### src/rtl/pwtw_pkg.sv
// Shared types, sizes and codes of the priority wait table waker.
package pwtw_pkg;

  localparam int TABLE_DEPTH = 16;
  localparam int IDX_W = (TABLE_DEPTH > 1) ? $clog2(TABLE_DEPTH) : 1;
  localparam int CNT_W = $clog2(TABLE_DEPTH + 1);

  typedef enum logic [1:0] {
    OP_INSERT    = 2'd0,
    OP_REMOVE    = 2'd1,
    OP_SIGNAL    = 2'd2,
    OP_BROADCAST = 2'd3
  } op_e;

  typedef enum logic [1:0] {
    STATUS_OK   = 2'd0,
    STATUS_FULL = 2'd1,
    STATUS_NONE = 2'd2
  } status_e;

  typedef struct packed {
    logic [7:0]        waiter;
    logic [7:0]        lock;
    logic signed [7:0] prio;
  } entry_t;

  typedef struct packed {
    logic             en;
    logic [IDX_W-1:0] addr;
    entry_t           data;
  } tbl_wr_t;

  typedef struct packed {
    logic             en;
    logic [IDX_W-1:0] addr;
  } tbl_rd_t;

endpackage

### src/rtl/pwtw_table.sv
// Entry store of the wait table: one write port and one registered read port.
module pwtw_table
  import pwtw_pkg::*;
(
  input  logic    clk_i,
  input  tbl_wr_t wr_i,
  input  tbl_rd_t rd_i,
  output entry_t  rd_data_o
);

  entry_t mem [TABLE_DEPTH];
  entry_t rd_data_q;

  always_ff @(posedge clk_i) begin
    if (wr_i.en) begin
      mem[wr_i.addr] <= wr_i.data;
    end
  end

  always_ff @(posedge clk_i) begin
    if (rd_i.en) begin
      rd_data_q <= mem[rd_i.addr];
    end
  end

  assign rd_data_o = rd_data_q;

endmodule

### src/rtl/priority_wait_table_waker_unit.sv
// Top level of the priority wait table waker: sequencer, scan compare unit and result register.
//
//   Channel  Direction  Handshake                 Payload
//   in       sink       in_valid_i / in_stall_o   operation, waiter_id, lock_id, priority_req
//   out      source     out_valid_o / out_stall_i wake_valid, wake_waiter_id, status, last
//
// An insert goes to the done state and loads its result once the result register is free.
// Remove, signal and broadcast walk the table one entry per cycle through the single read port
// of the entry store, unless a blocked broadcast match holds the scan.
// The block takes no new beat until the final result of the current one is loaded.
// A stall on the result side holds the scan only where a broadcast match must pass out
// an earlier match first; reset empties the table at once by clearing the entry count.
module priority_wait_table_waker_unit
  import pwtw_pkg::*;
(
  input  logic              clk_i,
  input  logic              rst_ni,
  input  logic              in_valid_i,
  output logic              in_stall_o,
  input  logic [1:0]        operation_i,
  input  logic [7:0]        waiter_id_i,
  input  logic [7:0]        lock_id_i,
  input  logic signed [7:0] priority_req_i,
  output logic              out_valid_o,
  input  logic              out_stall_i,
  output logic              wake_valid_o,
  output logic [7:0]        wake_waiter_id_o,
  output logic [1:0]        status_o,
  output logic              last_o
);

  // Sequencer states.
  localparam logic [1:0] SEQ_IDLE = 2'd0;
  localparam logic [1:0] SEQ_SCAN = 2'd1;
  localparam logic [1:0] SEQ_DONE = 2'd2;

  logic [1:0]        state_q, state_d;
  logic [CNT_W-1:0]  cnt_q, cnt_d;      // entries held; positions below it are valid
  logic [CNT_W-1:0]  rp_q, rp_d;        // next position to read
  logic [CNT_W-1:0]  keep_q, keep_d;    // compaction write position on remove
  logic              dv_q, dv_d;        // read data register holds an entry to look at
  logic              found_q, found_d;  // signal: a candidate has been seen
  logic              pend_v_q, pend_v_d; // broadcast: a match waits to be sent
  logic              ov_q, ov_d;

  // Latched request.
  op_e               op_q;
  logic [7:0]        waiter_q;
  logic [7:0]        lock_q;
  logic signed [7:0] prio_q;

  // Scan payload.
  logic signed [7:0] best_prio_q;
  logic [7:0]        best_id_q;
  logic [7:0]        pend_id_q;

  // Result register payload.
  logic              wake_valid_q, wake_valid_d;
  logic [7:0]        wake_id_q, wake_id_d;
  status_e           status_q, status_d;
  logic              last_q, last_d;
  logic              out_ld;

  tbl_wr_t           tbl_wr;
  tbl_rd_t           tbl_rd;
  entry_t            cur;

  logic              accept, out_free, lock_hit, bc_hit, better, blocked, step, scan_end;
  logic              consume, rd_go, rm_keep, bc_emit;

  pwtw_table u_table (
    .clk_i    (clk_i),
    .wr_i     (tbl_wr),
    .rd_i     (tbl_rd),
    .rd_data_o(cur)
  );

  assign in_stall_o = (state_q != SEQ_IDLE);
  assign accept     = in_valid_i && !in_stall_o;
  assign out_free   = !ov_q || !out_stall_i;

  // The shared compare unit looks at one entry per cycle unless a blocked broadcast holds the scan.
  assign lock_hit = (cur.lock == lock_q);
  assign bc_hit   = lock_hit && ($signed(cur.prio) >= $signed(prio_q));
  assign better   = lock_hit && (!found_q || ($signed(cur.prio) > $signed(best_prio_q)));

  // A broadcast match with an earlier match waiting needs the result register.
  assign blocked  = dv_q && (op_q == OP_BROADCAST) && bc_hit && pend_v_q && !out_free;
  assign step     = (state_q == SEQ_SCAN) && !blocked;
  assign consume  = step && dv_q;
  assign rd_go    = step && (rp_q < cnt_q);
  assign scan_end = (state_q == SEQ_SCAN) && !dv_q && (rp_q == cnt_q);
  assign rm_keep  = consume && (op_q == OP_REMOVE) && (cur.waiter != waiter_q);
  assign bc_emit  = consume && (op_q == OP_BROADCAST) && bc_hit && pend_v_q;

  assign tbl_rd.en   = rd_go;
  assign tbl_rd.addr = rp_q[IDX_W-1:0];

  always_comb begin
    tbl_wr.en   = 1'b0;
    tbl_wr.addr = keep_q[IDX_W-1:0];
    tbl_wr.data = cur;
    if (rm_keep) begin
      tbl_wr.en = 1'b1;
    end else if ((state_q == SEQ_DONE) && out_free && (op_q == OP_INSERT) &&
                 (cnt_q < CNT_W'(TABLE_DEPTH))) begin
      tbl_wr.en   = 1'b1;
      tbl_wr.addr = cnt_q[IDX_W-1:0];
      tbl_wr.data = '{waiter: waiter_q, lock: lock_q, prio: prio_q};
    end
  end

  // Result register loading.
  always_comb begin
    out_ld       = 1'b0;
    wake_valid_d = 1'b0;
    wake_id_d    = '0;
    status_d     = STATUS_OK;
    last_d       = 1'b1;
    if (bc_emit) begin
      out_ld       = 1'b1;
      wake_valid_d = 1'b1;
      wake_id_d    = pend_id_q;
      last_d       = 1'b0;
    end else if ((state_q == SEQ_DONE) && out_free) begin
      out_ld = 1'b1;
      case (op_q)
        OP_INSERT: begin
          status_d = (cnt_q < CNT_W'(TABLE_DEPTH)) ? STATUS_OK : STATUS_FULL;
        end
        OP_REMOVE: begin
          status_d = (keep_q < cnt_q) ? STATUS_OK : STATUS_NONE;
        end
        OP_SIGNAL: begin
          wake_valid_d = found_q;
          wake_id_d    = found_q ? best_id_q : '0;
          status_d     = found_q ? STATUS_OK : STATUS_NONE;
        end
        OP_BROADCAST: begin
          wake_valid_d = pend_v_q;
          wake_id_d    = pend_v_q ? pend_id_q : '0;
          status_d     = pend_v_q ? STATUS_OK : STATUS_NONE;
        end
        default: begin
          status_d = STATUS_NONE;
        end
      endcase
    end
  end

  assign ov_d = out_ld ? 1'b1 : (ov_q && out_stall_i);

  // Sequencer.
  always_comb begin
    state_d  = state_q;
    cnt_d    = cnt_q;
    rp_d     = rp_q;
    keep_d   = keep_q;
    dv_d     = dv_q;
    found_d  = found_q;
    pend_v_d = pend_v_q;
    case (state_q)
      SEQ_IDLE: begin
        if (accept) begin
          rp_d     = '0;
          keep_d   = '0;
          dv_d     = 1'b0;
          found_d  = 1'b0;
          pend_v_d = 1'b0;
          state_d  = (op_e'(operation_i) == OP_INSERT) ? SEQ_DONE : SEQ_SCAN;
        end
      end
      SEQ_SCAN: begin
        if (step) begin
          dv_d = rd_go;
          if (rd_go) begin
            rp_d = rp_q + CNT_W'(1);
          end
        end
        if (rm_keep) begin
          keep_d = keep_q + CNT_W'(1);
        end
        if (consume && (op_q == OP_SIGNAL) && better) begin
          found_d = 1'b1;
        end
        if (consume && (op_q == OP_BROADCAST) && bc_hit) begin
          pend_v_d = 1'b1;
        end
        if (scan_end) begin
          state_d = SEQ_DONE;
        end
      end
      SEQ_DONE: begin
        if (out_free) begin
          state_d = SEQ_IDLE;
          if ((op_q == OP_INSERT) && (cnt_q < CNT_W'(TABLE_DEPTH))) begin
            cnt_d = cnt_q + CNT_W'(1);
          end else if (op_q == OP_REMOVE) begin
            cnt_d = keep_q;
          end
        end
      end
      default: begin
        state_d = SEQ_IDLE;
      end
    endcase
  end

  always_ff @(posedge clk_i or negedge rst_ni) begin
    if (!rst_ni) begin
      state_q  <= SEQ_IDLE;
      cnt_q    <= '0;
      rp_q     <= '0;
      keep_q   <= '0;
      dv_q     <= 1'b0;
      found_q  <= 1'b0;
      pend_v_q <= 1'b0;
      ov_q     <= 1'b0;
    end else begin
      state_q  <= state_d;
      cnt_q    <= cnt_d;
      rp_q     <= rp_d;
      keep_q   <= keep_d;
      dv_q     <= dv_d;
      found_q  <= found_d;
      pend_v_q <= pend_v_d;
      ov_q     <= ov_d;
    end
  end

  // Payload registers carry no reset.
  always_ff @(posedge clk_i) begin
    if (accept) begin
      op_q     <= op_e'(operation_i);
      waiter_q <= waiter_id_i;
      lock_q   <= lock_id_i;
      prio_q   <= priority_req_i;
    end
    if (consume && (op_q == OP_SIGNAL) && better) begin
      best_prio_q <= cur.prio;
      best_id_q   <= cur.waiter;
    end
    if (consume && (op_q == OP_BROADCAST) && bc_hit) begin
      pend_id_q <= cur.waiter;
    end
    if (out_ld) begin
      wake_valid_q <= wake_valid_d;
      wake_id_q    <= wake_id_d;
      status_q     <= status_d;
      last_q       <= last_d;
    end
  end

  assign out_valid_o      = ov_q;
  assign wake_valid_o     = wake_valid_q;
  assign wake_waiter_id_o = wake_id_q;
  assign status_o         = status_q;
  assign last_o           = last_q;

  // The entry count never exceeds the table size.
  assert property (@(posedge clk_i) disable iff (!rst_ni)
    cnt_q <= CNT_W'(TABLE_DEPTH))
    else $error("entry count beyond table size");

  // The scan never reads beyond the filled part of the table.
  assert property (@(posedge clk_i) disable iff (!rst_ni)
    (state_q == SEQ_SCAN) |-> (rp_q <= cnt_q))
    else $error("scan pointer beyond entry count");

  // Remove never compacts ahead of its read position.
  assert property (@(posedge clk_i) disable iff (!rst_ni)
    (state_q == SEQ_SCAN) |-> (keep_q <= rp_q))
    else $error("compaction position ahead of scan");

  // Only the final beat of an item can carry no wake.
  assert property (@(posedge clk_i) disable iff (!rst_ni)
    (ov_q && !wake_valid_q) |-> last_q)
    else $error("non-final result without a wake");

  // Read data never waits while the sequencer is idle.
  assert property (@(posedge clk_i) disable iff (!rst_ni)
    (state_q == SEQ_IDLE) |-> !dv_q)
    else $error("stale table read in idle");

endmodule
### config.mk
export PLATFORM = sky130hd
export DESIGN_NAME = priority_wait_table_waker_unit
export DESIGN_NICKNAME = d
export VERILOG_FILES = /design/src/rtl/pwtw_pkg.sv /design/src/rtl/pwtw_table.sv /design/src/rtl/priority_wait_table_waker_unit.sv
export SDC_FILE = /design/constraint.sdc
export NUM_CORES = 1
export LEC_CHECK = 0
export BUFFER_PORTS_ARGS = -buffer_cell sky130_fd_sc_hd__buf_2
export CORE_MARGIN = 5
export CORE_UTILIZATION = 35
export CTS_BUF_LIST = sky130_fd_sc_hd__clkbuf_16
export CTS_CLUSTER_DIAMETER = 120
export DETAILED_ROUTE_END_ITERATION = 12
export MAX_ROUTING_LAYER = met4
export PLACE_DENSITY = 0.57
export SLEW_MARGIN = 20
export SYNTH_ARGS = -nofsm -noshare
export SYNTH_HDL_FRONTEND = slang
export SYNTH_SLANG_ARGS = --single-unit
export TNS_END_PERCENT = 10
### constraint.sdc
create_clock -name clk_i -period 6.5 [get_ports clk_i]
set_clock_uncertainty 0.15 [all_clocks]
set_input_delay 1.95 -clock clk_i [delete_from_list [all_inputs] [get_ports clk_i]]
set_output_delay 1.95 -clock clk_i [all_outputs]
set_load 0.01 [all_outputs]
# [After elaboration in Yosys (flattened, before gate mapping)]
# Memory sizes are Yosys's and may differ from the RTL's. A register that Yosys moved wholly into a read port is not among the register bits.
# Index checks and enable logic that the tools add are counted.
[op_classes] order_cmp=5 muxes=41 eq_ne=16 n_addsub=3 bitwise=1 reduce_logical=47
[op_table] op="$mux 8" n=4
[op_table] op="$mux 5" n=6
[op_table] op="$mux 29" n=1
[op_table] op="$mux 28" n=1
[op_table] op="$logic_and 1x1->1" n=24
[op_table] op="$pmux 5 s2" n=2
[op_table] op="$reduce_and 3->1" n=6
[op_table] op="$pmux 8 s2" n=1
[op_table] op="$add 5x1->5 const B" n=3
[op_table] op="$mux 2" n=7
[op_table] op="$mux 1" n=13
[op_table] op="$ne 2x2->1 const B" n=6
[op_table] op="$lt 5x5->1" n=2
[op_table] op="$eq 8x8->1" n=1
[op_table] op="$ge 8x8->1" n=1
[op_table] op="$gt 8x8->1" n=1
[op_table] op="$ne 8x8->1" n=1
[op_table] op="$pmux 1 s2" n=4
[op_table] op="$pmux 2 s4" n=1
[op_table] op="$logic_not 1->1" n=7
[op_table] op="$eq 2x2->1 const B" n=3
[op_table] op="$logic_not 2->1" n=3
[op_table] op="$pmux 2 s3" n=1
[op_table] op="$reduce_bool 2->1" n=3
[op_table] op="8 further kinds" n=11
[word_totals] in_bits=30 n_memories=1 ram_bits=384 register_bits=83 output_inout_bits=14 word_cells=133
[mem_list] name="u_table.mem" depth=16 word_bits=24 read_ports=1 rd_ports_with_merged_regs=1 write_ports=1 line_no="pwtw_table.sv:11" rtl="entry_t mem [TABLE_DEPTH];"

# [Longest topological paths before layout]
# Gate-level depths: netlist (run 1).
[depth] depth_word=13 depth_mapped=10

# [By module]
# Synthesis (run 1) repeated with hierarchy kept, for this count alone.
[hier_totals] hier_cells=994 hier_area_um2=19484.9
[by_module_without_submodules] mod="pwtw_table" seq_area_each_um2=12251.8 instances=1 cells_each=636 area_per_inst_um2=15170.8
[by_module_without_submodules] mod="priority_wait_table_waker_unit" seq_area_each_um2=2387.3 instances=1 cells_each=358 area_per_inst_um2=4314.1

# [Worst setup path after synthesis (run 1)]
# No wires, ideal clock.
[synth_timing] path_type="input to register" start="input out_stall_i" end="memory u_table.mem[0][0] in the netlist's numbering, enable pin" arrival_time_ns=3.821 n_path_buf=1 path_stages=6 required_ns=5.945 setup_time_ns=0.405 slack_ns=2.124 path_cell_list="a21oi_1 nand2_1 clkbuf_1 nor3_1 a31oi_1 nor2_1"
[synth_between] elab_chain_cells=12
[synth_rtl] item="start: declaration" line_no="priority_wait_table_waker_unit.sv:25" rtl="input logic out_stall_i,"
[synth_rtl] item="$logic_not 1->1 *" line_no="priority_wait_table_waker_unit.sv:80" rtl="assign out_free = !ov_q || !out_stall_i;"
[synth_rtl] item="$logic_or 1x1->1 *" line_no="priority_wait_table_waker_unit.sv:80"
[synth_rtl] item="$logic_not 1->1" line_no="priority_wait_table_waker_unit.sv:88" rtl="assign blocked = dv_q && (op_q == OP_BROADCAST) && bc_hit && pend_v_q && !out_free;"
[synth_rtl] item="$logic_and 1x1->1" line_no="priority_wait_table_waker_unit.sv:88"
[synth_rtl] item="$logic_not 1->1" line_no="priority_wait_table_waker_unit.sv:89" rtl="assign step = (state_q == SEQ_SCAN) && !blocked;"
[synth_rtl] item="$logic_and 1x1->1" line_no="priority_wait_table_waker_unit.sv:89"
[synth_rtl] item="$logic_and 1x1->1" line_no="priority_wait_table_waker_unit.sv:90" rtl="assign consume = step && dv_q;"
[synth_rtl] item="$logic_and 1x1->1 (2 in a row)" line_no="priority_wait_table_waker_unit.sv:93" rtl="assign rm_keep = consume && (op_q == OP_REMOVE) && (cur.waiter != waiter_q);"
[synth_rtl] item="$mux 1" line_no="priority_wait_table_waker_unit.sv:103" rtl="if (rm_keep) begin"
[synth_rtl] item="$mux 1" line_no="pwtw_table.sv:15" rtl="if (wr_i.en) begin"
[synth_rtl] item="$mux 1 (implied by the code)" line_no="pwtw_table.sv:16" rtl="mem[wr_i.addr] <= wr_i.data;"
[synth_rtl] item="end: declaration" line_no="pwtw_table.sv:11"
# Mark *: on every way between the ends. The rest lies on a longest branch, timed or not.

# [Worst setup path in the final report (run 1)]
[layout_timing] start="input out_stall_i" end="memory u_table.mem[8][4] in the netlist's numbering, enable pin"
# Same word-level chain as after synthesis.

==> results of run 1 <==
-- sequential cells by signal, summed over array words and instances (netlist names), 2 cells and up --
signal and count:
best_id_q 8, best_prio_q 8, cnt_q 5, keep_q 5, lock_q 8, op_q 2, pend_id_q 8, prio_q 8
rp_q 5, state_q 2, status_o 2, u_table.mem 384, u_table.rd_data_o 24, waiter_q 8, wake_waiter_id_o 8
-- worst min-delay path by stage --
stage	from	to	slack [ns]	cells past startpoint
6_report	u_table.rd_data_o[0]	best_prio_q[0]	0.32	0
3_5_place_dp	u_table.rd_data_o[0]	best_prio_q[0]	0.31	0
4_1_cts	u_table.rd_data_o[0]	best_prio_q[0]	0.32	0
5_1_grt	u_table.rd_data_o[0]	best_prio_q[0]	0.35	0
2_1_floorplan	u_table.rd_data_o[0]	best_prio_q[0]	0.29	0
3_3_place_gp	u_table.rd_data_o[0]	best_prio_q[0]	0.32	0
-- placed cells by master (no fill, tap or decap), drive strengths merged, types with 4 or more instances in the layout --
cell type	n
and3	4
mux2i	7
nand2	32
nand2b	6
inv	39
a21o	4
o21a	5
nor2	34
edfxtp	470
nand3	7
nand4	6
bufinv	4
ha	28
mux4	120
buf	57
dfrtp	21
o21ai	15
mux2	17
nor3	8
xor2	8
nor2b	5
xnor2	10
clkinv	27
clkbuf	50
a22o	9
a21oi	17
a31oi	7
-- power breakdown --
group	total [mW]	switching [mW]	internal, mW
sequential	4.50	0.324	4.18
combinational	2.31	1.27	1.04
clock	2.72	1.17	1.55
total	9.54	2.77	6.77
-- kinds of logic (layout without fill, tap and decap cells) --
group           after synthesis  in the layout
compound gates               75             75
xor+xnor                     18             18
fa+ha+maj                    28             28
buf+inv                      68            178
flops                       491            491
mux                         144            144
simple gates                114            114
-- metrics by stage --
stage | std cells | instance area, µm²
3_5_place_dp | 1705 | 20770
3_3_place_gp | 1705 | 20770
6_report | 1796 | 22320
4_1_cts | 1796 | 22320
5_1_grt | 1796 | 22320
2_1_floorplan | 938 | 19590
-- cell type report --
type	instances	area (µm²)
clock buffers	50	1251
multi-input cells	379	4738
repair buffers	57	332.8
well taps	748	935.9
flip-flops and latches	491	14650
clock inverters	41	297.8
inverters	30	112.6
fillers	4916	32990
-- worst max-delay path, stage by stage --
cell	delay (ns)
buf_2	0.10
a21oi_1	0.34
nand2_2	0.39
nor2_1	0.27
a32oi_1	0.28
nor2_4	0.92
-- per-layer routing --
layer,global-route usage,part of all wire
met1,0.1975,0.46
met2,0.2122,0.47
met3,0.02625,0.054
met4,0.03856,0.020
met5,-,0
==> flow_metrics.tcl, run 1 <==
set metrics [dict create \
    timing.hold.ws_ns 0.3188 \
    area_growth_pct 13.90 \
    grt_pass1_vias 9450 \
    synth-seq-cells 491 \
    maxCapViolCount 0 \
    die_h_um 246.6 \
    drv_slew 0 \
    relSlewSlack 0.2979 \
    synthFlopType "edfxtp_1" \
    vdd_drop_max_uv 199.0 \
    synth_top_area_cell "edfxtp_1" \
    dp_hpwl_mm 23.41 \
    post_drt_wl_per_cell_um 22.88 \
    grt_pass1_wl_mm 62.03 \
    cts_tree "done" \
    timing.rr.end "u_table.mem[6][19]" \
    p_leak_nw 7.251 \
    r2r_cells 6 \
    setup_violations 0 \
    synth_cells 938 \
    syn_avg_cell_area_um2 20.89 \
    synth-edff-count 470 \
    fin_setup_tns_ns 0 \
    synth_nets 996 \
    vias 9177 \
    startpoint "out_stall_i" \
    synthTopCellsByArea "edfxtp_1 (72%), mux4_2 (11%), mux4_1 (3.0%)" \
    final_nets 1066 \
    num_rows 86 \
    critPathMaxFanout 27 \
    clkSinkCount 491 \
    crit_path_end_kind "register" \
    synth-xor-area-share 0.008046 \
    tightest_slew_ns 1.048 \
    cts_hold_buffers 0 \
    setup_ws_ns 2.263 \
    ios 44 \
    drtAntennaViolNets 0 \
    power_density_nw_per_um2 427.3 \
    dr.pass1.iters 5 \
    track_usage 0.1404 \
    synth_warnings 0 \
    wl_mm 41.09 \
    grt_max_degree 61 \
    start_kind "input pin" \
    postCtsSetupRepairBufs 0 \
    gp_congestion 0.8030 \
    syn_area_um2 19590 \
    core_um2 55310 \
    rsz0062_at_grt "false" \
    period_share 0.6519 \
    synthSimpleGateAreaFrac 0.02810 \
    arrival_ns 4.27 \
    path_clk_slew_ns 0.06 \
    cts_max_level 2 \
    yosysTopAreaCellShare 0.7204 \
    async_flop_share 0.04277 \
    fmax_mhz 236.0 \
    synth_compound_area_frac 0.02574 \
    root_buffer "clkbuf_16" \
    synth_adder_area_share 0.01788 \
    yosys.cell_count.top_type "edfxtp_1" \
    fin_util 0.4035 \
    required_ns 6.53 \
    start_util 0.3542 \
    yosysSeqAreaShare 0.7472 \
    r2r-start "op_q[0]" \
    drcViolationCount 0 \
    power_mw 9.537 \
    preCtsSetupSlack_ns 1.697 \
    drtIter0Drc 756 \
    die_w_um 246.6 \
    drive_above_1_share 0.2538 \
    fin_crit_ns 4.237 \
    portBuffers 43 \
    path_class "input pin to register" \
    viasPerCell 5.110 \
    min-delay-path-class "register to register" \
    dieArea_um2 60810 \
    clock_latency_ns 0.57 \
    status "complete, no violations" \
    synth.area.mux_share 0.1555 \
    cts_buffer_depth 3 \
    synth_top_family_by_area "multiplexers" \
    numCtsBuffers 49 \
    yosys-top-cells-count "edfxtp_1 (470), mux4_2 (98), nor2_1 (34), nand2_1 (32), inv_1 (30)" \
    cts_resized 0 \
    reg2reg_slack_ns 2.97 \
    antenna_found_initial 0 \
    n_antenna_cell 0 \
    overflow 0 \
    ys_types 52 \
    crit_end "u_table.mem[8][4]" \
    hold_violations 0 \
]
Power figures use the tool's default switching activity.
==> inputs of run 2 (changes only) <==
--- a/config.mk
+++ b/config.mk
@@ -5,6 +5,7 @@
 export SDC_FILE = /design/constraint.sdc
 export NUM_CORES = 1
 export LEC_CHECK = 0
+export ABC_AREA = 1
 export BUFFER_PORTS_ARGS = -buffer_cell sky130_fd_sc_hd__buf_2
 export CORE_MARGIN = 5
 export CORE_UTILIZATION = 35
==> constraint.sdc (replaced) <==
create_clock -name clk_i -period 4.27 [get_ports clk_i]
set_clock_uncertainty 0.15 [all_clocks]
set_input_delay 1.281 -clock clk_i [delete_from_list [all_inputs] [get_ports clk_i]]
set_output_delay 1.281 -clock clk_i [all_outputs]
set_load 0.01 [all_outputs]
==> flow_metrics.tcl, run 2 <==
set metrics [dict create \
    status "complete, no violations" \
    r2r-start "u_table.rd_data_o[5]" \
    numCtsBuffers 50 \
    wl_mm 50.24 \
    vdd_drop_max_uv 308.1 \
    drtAntennaViolNets 0 \
    arrival_ns 3.22 \
    synthFlopType "edfxtp_1" \
    yosysSeqAreaShare 0.7270 \
    ys_types 43 \
    place_inst 2296 \
    synth-edff-count 470 \
    fin_setup_tns_ns 0 \
    stdcell_count 2388 \
    relSlewSlack 0.4311 \
    crit_end "u_table.mem[5][2]" \
    maxCapViolCount 0 \
    die_h_um 249.9 \
    synth_warnings 0 \
    area_growth_pct 14.75 \
    clock_latency_ns 0.59 \
    yosysTopAreaCellShare 0.7009 \
    critPathMaxFanout 24 \
    track_usage 0.1606 \
    grt_pass1_vias 11590 \
    reg2reg_slack_ns 1.20 \
    mostFrequentLayoutCell "edfxtp_1" \
    start_util 0.3510 \
    syn_area_um2 20140 \
    postCtsSetupRepairBufs 0 \
    drtIter0Drc 1202 \
    cts_max_level 2 \
    startpoint "out_stall_i" \
    vias 12300 \
    crit_path_end_kind "register" \
    start_kind "input pin" \
    cts_buffer_depth 3 \
    largest_reg_flops 384 \
    regMostFlops "u_table.mem" \
    core_um2 57370 \
    cts_hold_buffers 0 \
    required_ns 4.35 \
    path_clk_slew_ns 0.06 \
    root_buffer "clkbuf_16" \
    yosys-top-cells-count "edfxtp_1 (470), nor2_1 (253), nand2_1 (175), o21ai_0 (131), inv_1 (65)" \
    clkSinkCount 491 \
    period_share 0.7358 \
    drv_slew 0 \
    synth_top_area_cell "edfxtp_1" \
    synth_nets 1578 \
    async_flop_share 0.04277 \
    num_rows 88 \
    synthTopCellsByArea "edfxtp_1 (70%), nor2_1 (4.7%), nand2_1 (3.3%)" \
    antenna_found_initial 0 \
    grt_max_degree 168 \
    die_w_um 249.9 \
    timing.rr.end "wake_waiter_id_o[6]" \
    syn_avg_cell_area_um2 13.25 \
    drcViolationCount 0 \
    synth_cells 1520 \
    cts_resized 0 \
    min-delay-path-class "register to register" \
    tightest_slew_ns 0.8534 \
    power_density_nw_per_um2 655.8 \
    gp_congestion 0.8297 \
    final_cell_mix "edfxtp_1 (470), nor2_1 (235), nand2_1 (175), o21ai_0 (131), inv_1 (80)" \
    dr.pass1.iters 5 \
    fin_crit_ns 3.142 \
    dieArea_um2 62430 \
    final_nets 1641 \
    r2r_cells 12 \
    p_leak_nw 7.936 \
    cts_tree "done" \
    overflow 0 \
    setup_violations 0 \
    hold_depth 0 \
    post_drt_wl_per_cell_um 21.04 \
    fmax_mhz 318.3 \
    yosys.cell_count.top_type "edfxtp_1" \
    hold_violations 0 \
    grt_pass1_wl_mm 74.59 \
    viasPerCell 5.149 \
    synth-seq-cells 491 \
    path_class "input pin to register" \
    ios 44 \
    drive_above_1_share 0.1276 \
    dp_hpwl_mm 30.94 \
    portBuffers 43 \
    rsz0062_at_grt "false" \
]
-- run 2: cell types whose count changed in the layout (fill, tap and decap cells not counted), sizes merged, moves of 8 or more --
cell	before	now
a22o	9	0
buf	57	88
inv	39	88
mux2	17	0
mux2i	7	40
mux4	120	0
nand2	32	183
nand3	7	57
nor2	34	257
o211ai	3	12
o21ai	15	143
o221ai	0	39
o22ai	1	9
o32ai	2	57
-- run 2: worst min-delay path by stage --
stage,slack [ns],startpoint,to
finish,0.31,u_table.rd_data_o[0],best_prio_q[0]
global route,0.31,u_table.rd_data_o[0],best_prio_q[0]
floorplan,0.28,u_table.rd_data_o[0],best_prio_q[0]
detailed placement,0.29,u_table.rd_data_o[0],best_prio_q[0]
global placement,0.28,u_table.rd_data_o[0],best_prio_q[0]
CTS,0.30,u_table.rd_data_o[0],best_prio_q[0]
-- run 2: power by group --
group / switching (mW) / leakage, nW / internal [mW]
Clock: 1.75 / 0.803 / 2.27
Combinational: 3.15 / 2.61 / 1.19
Sequential: 0.415 / 4.52 / 6.37
Total: 5.32 / 7.94 / 9.83
-- run 2: cells by family (layout without fill, tap and decap cells) --
group / after synthesis / in the layout / share of synthesized area
simple gates: 512 / 512 / 0.1046
flops: 491 / 491 / 0.7270
compound gates: 276 / 276 / 0.09091
buf+inv: 152 / 254 / 0.03107
mux: 40 / 40 / 0.01988
fa+ha+maj: 28 / 28 / 0.01740
xor+xnor: 21 / 21 / 0.009134
other cells: 0 / 1 / 0
-- run 2: area by class of cell --
type	instances	area, µm²
diodes	1	2.502
clock buffers	51	1276
clock inverters	40	220.2
fillers	5239	34260
inverters	75	284.0
multi-input cells	877	5001
flip-flops and latches	491	14650
well taps	765	957.2
repair buffers	88	715.7
-- run 2: through the flow --
stage,util,hold slack (ns),cell area (µm²),power (mW),worst slack [ns]
after floorplan,-,0.2764,20140,9.373,0.5081
after global placement,0.3766,0.2844,21610,11.14,0.5677
after detailed placement,0.3766,0.2891,21610,11.25,0.5412
after CTS,0.4027,0.3049,23100,15.27,1.148
after global routing,0.4027,0.3132,23100,15.89,0.9017
final,0.4028,0.3068,23100,15.15,1.128
-- run 2: worst max-delay path, cell delays in order --
cell	delay (ns)
buf_2	0.09
nand2_1	0.09
nand2_2	0.21
nor2_8	0.08
inv_2	0.30
nand2_1	0.12
o21ai_2	0.11
inv_1	0.08
nor2_1	0.09
nand2_1	0.25
nor2_4	0.14
buf_4	0.35
-- run 2: routing by layer --
| layer | track usage | vias up | wire length (µm) |
|---|---|---|---|
| met1 | 0.2192 | 6071 | 21730 |
| met4 | 0.06914 | 0 | 2168 |
| met2 | 0.2391 | 408 | 23110 |
| met3 | 0.02657 | 92 | 3232 |
| li1 | - | 5724 | - |
| met5 | - | - | 0 |
==> inputs of run 3 (changes only) <==
==> constraint.sdc (replaced) <==
create_clock -name clk_i -period 3.3 [get_ports clk_i]
set_clock_uncertainty 0.15 [all_clocks]
set_input_delay 0.99 -clock clk_i [delete_from_list [all_inputs] [get_ports clk_i]]
set_output_delay 0.99 -clock clk_i [all_outputs]
set_load 0.01 [all_outputs]
==> flow_metrics.tcl, run 3 (synthesized netlist as in run 2, its figures left out) <==
set metrics [dict create \
    cts_buffer_depth 3 \
    num_rows 88 \
    numCtsBuffers 51 \
    vdd_drop_max_uv 477.5 \
    drive_above_1_share 0.1483 \
    regMostFlops "u_table.mem" \
    wl_mm 51.00 \
    post_drt_wl_per_cell_um 21.09 \
    tightest_slew_ns 0.8443 \
    drcViolationCount 0 \
    portBuffers 43 \
    cts_resized 0 \
    postCtsSetupRepairBufs 0 \
    path_class "register to register" \
    path_common_cell "nand2_1" \
    place_inst 2329 \
    die_h_um 249.9 \
    cts_tree "done" \
    arrival_ns 3.17 \
    gp_congestion 0.8713 \
    r2r-start "prio_q[5]" \
    worst-path-buf-inv 3 \
    vias 12540 \
    clkSinkCount 491 \
    p_seq_frac 0.421 \
    hold_violations 0 \
    ios 44 \
    min-delay-path-class "input pin to async pin" \
    reg2reg_slack_ns 0.19 \
    internal_power_mw 13.31 \
    switching_power_mw 7.099 \
    power_density_nw_per_um2 869.3 \
    cp_top_family "simple AND/OR/NAND/NOR gates" \
    core_um2 57370 \
    track_usage 0.1635 \
    setup_ws_ns 0.1927 \
    antenna_found_initial 3 \
    timing.hold.ws_ns 0.2267 \
    start_util 0.3510 \
    clkPwrFrac 0.276 \
    period_share 0.9416 \
    root_buffer "clkbuf_16" \
    combPwrFrac 0.303 \
    r2r_cells 15 \
    relSlewSlack 0.4358 \
    dpl_cell_area_um2 21840 \
    crit_path_end_kind "register" \
    final_nets 1675 \
    swShare 0.3478 \
    status "complete, no violations" \
    start_kind "register" \
    fin_crit_ns 3.107 \
    p_leak_nw 8.113 \
    cp_slowest_stage_delay_ns 0.62 \
    drv_slew 0 \
    clock_latency_ns 0.60 \
    mostFrequentLayoutCell "edfxtp_1" \
    crit_chain "inv_1 > ha_1 > a21oi_2 > nor2_1 > nor2_1 > nand2_1 > nand2_1 > nand3_2 > nand3_2 > nand4_4 > nand2_2 > buf_4 > nand2_1 > buf_4 > nor2_4" \
    power_mw 20.41 \
    area_growth_pct 16.61 \
    dr.pass1.iters 5 \
    grt_pass1_vias 11910 \
    maxCapViolCount 0 \
    path_clk_slew_ns 0.06 \
    die_w_um 249.9 \
    slowest_stage "nor2_4" \
    cts_hold_buffers 0 \
    critPathMaxFanout 24 \
    rsz0062_at_grt "false" \
    final_cell_area_um2 23480 \
    grt_max_degree 101 \
    stdcell_count 2418 \
    fin_setup_tns_ns 0 \
    final_cell_mix "edfxtp_1 (470), nor2_1 (234), nand2_1 (174), o21ai_0 (131), inv_1 (76)" \
    setup_violations 0 \
    grt_pass1_wl_mm 76.10 \
    required_ns 3.36 \
    dp_hpwl_mm 32.65 \
    drtIter0Drc 1283 \
    largest_reg_flops 384 \
    overflow 0 \
    dieArea_um2 62430 \
    cts_max_level 2 \
    timing.rr.end "u_table.mem[3][14]" \
    preCtsSetupSlack_ns -0.1224 \
    fmax_mhz 321.8 \
    viasPerCell 5.187 \
    fin_util 0.4093 \
    drtAntennaViolNets 0 \
]
[run 3: cell types whose count changed in the layout (fill, tap and decap cells not counted), sizes merged]
cell	before	now
buf	88	121
bufinv	2	6
clkbuf	51	52
clkinv	25	21
inv	88	84
[run 3: per-layer routing]
layer,track usage,part of all wire
met1,0.2235,0.44
met2,0.2490,0.46
met3,0.02616,0.067
met4,0.06005,0.036
met5,-,0
[run 3: worst reg2reg max path: stages (launching register included)]
cell      delay (ns)
edfxtp_1        0.37
inv_1           0.09
ha_1            0.26
a21oi_2         0.14
nor2_1          0.05
nor2_1          0.12
nand2_1         0.07
nand2_1         0.07
nand3_2         0.11
nand3_2         0.11
nand4_4         0.11
nand2_2         0.10
buf_4           0.12
nand2_1         0.07
buf_4           0.16
nor2_4          0.63
[run 3: power by group through the flow]
stage	Sequential [mW]	Clock [mW]	Combinational (mW)
finish	8.60	5.64	6.18
global placement	8.71	0	6.11
CTS	8.60	5.75	6.19
global route	8.65	6.01	6.70
detailed placement	8.72	0	6.17
floorplan	8.60	0	3.53
[run 3: final cells by class]
class / count / area [µm²]
Clock buffer: 52 / 1301
Clock inverter: 36 / 317.8
Sequential cell: 491 / 14650
Tap cell: 765 / 957.2
Fill cell: 5277 / 33890
Multi-Input combinational cell: 877 / 5019
Inverter: 75 / 284.0
Timing Repair Buffer: 121 / 950.9
Antenna cell: 1 / 2.502
[run 3: worst max-delay path by stage]
stage	slack [ns]	end	cells after the start	startpoint
2_1_floorplan	-0.17	u_table.mem[4][0]	10	out_stall_i
3_3_place_gp	-0.1	u_table.mem[13][14]	10	out_stall_i
3_5_place_dp	-0.12	u_table.mem[1][22]	9	out_stall_i
4_1_cts	0.16	u_table.mem[9][11]	14	prio_q[5]
5_1_grt	0.002	u_table.mem[3][2]	15	prio_q[5]
6_report	0.19	u_table.mem[3][14]	15	prio_q[5]
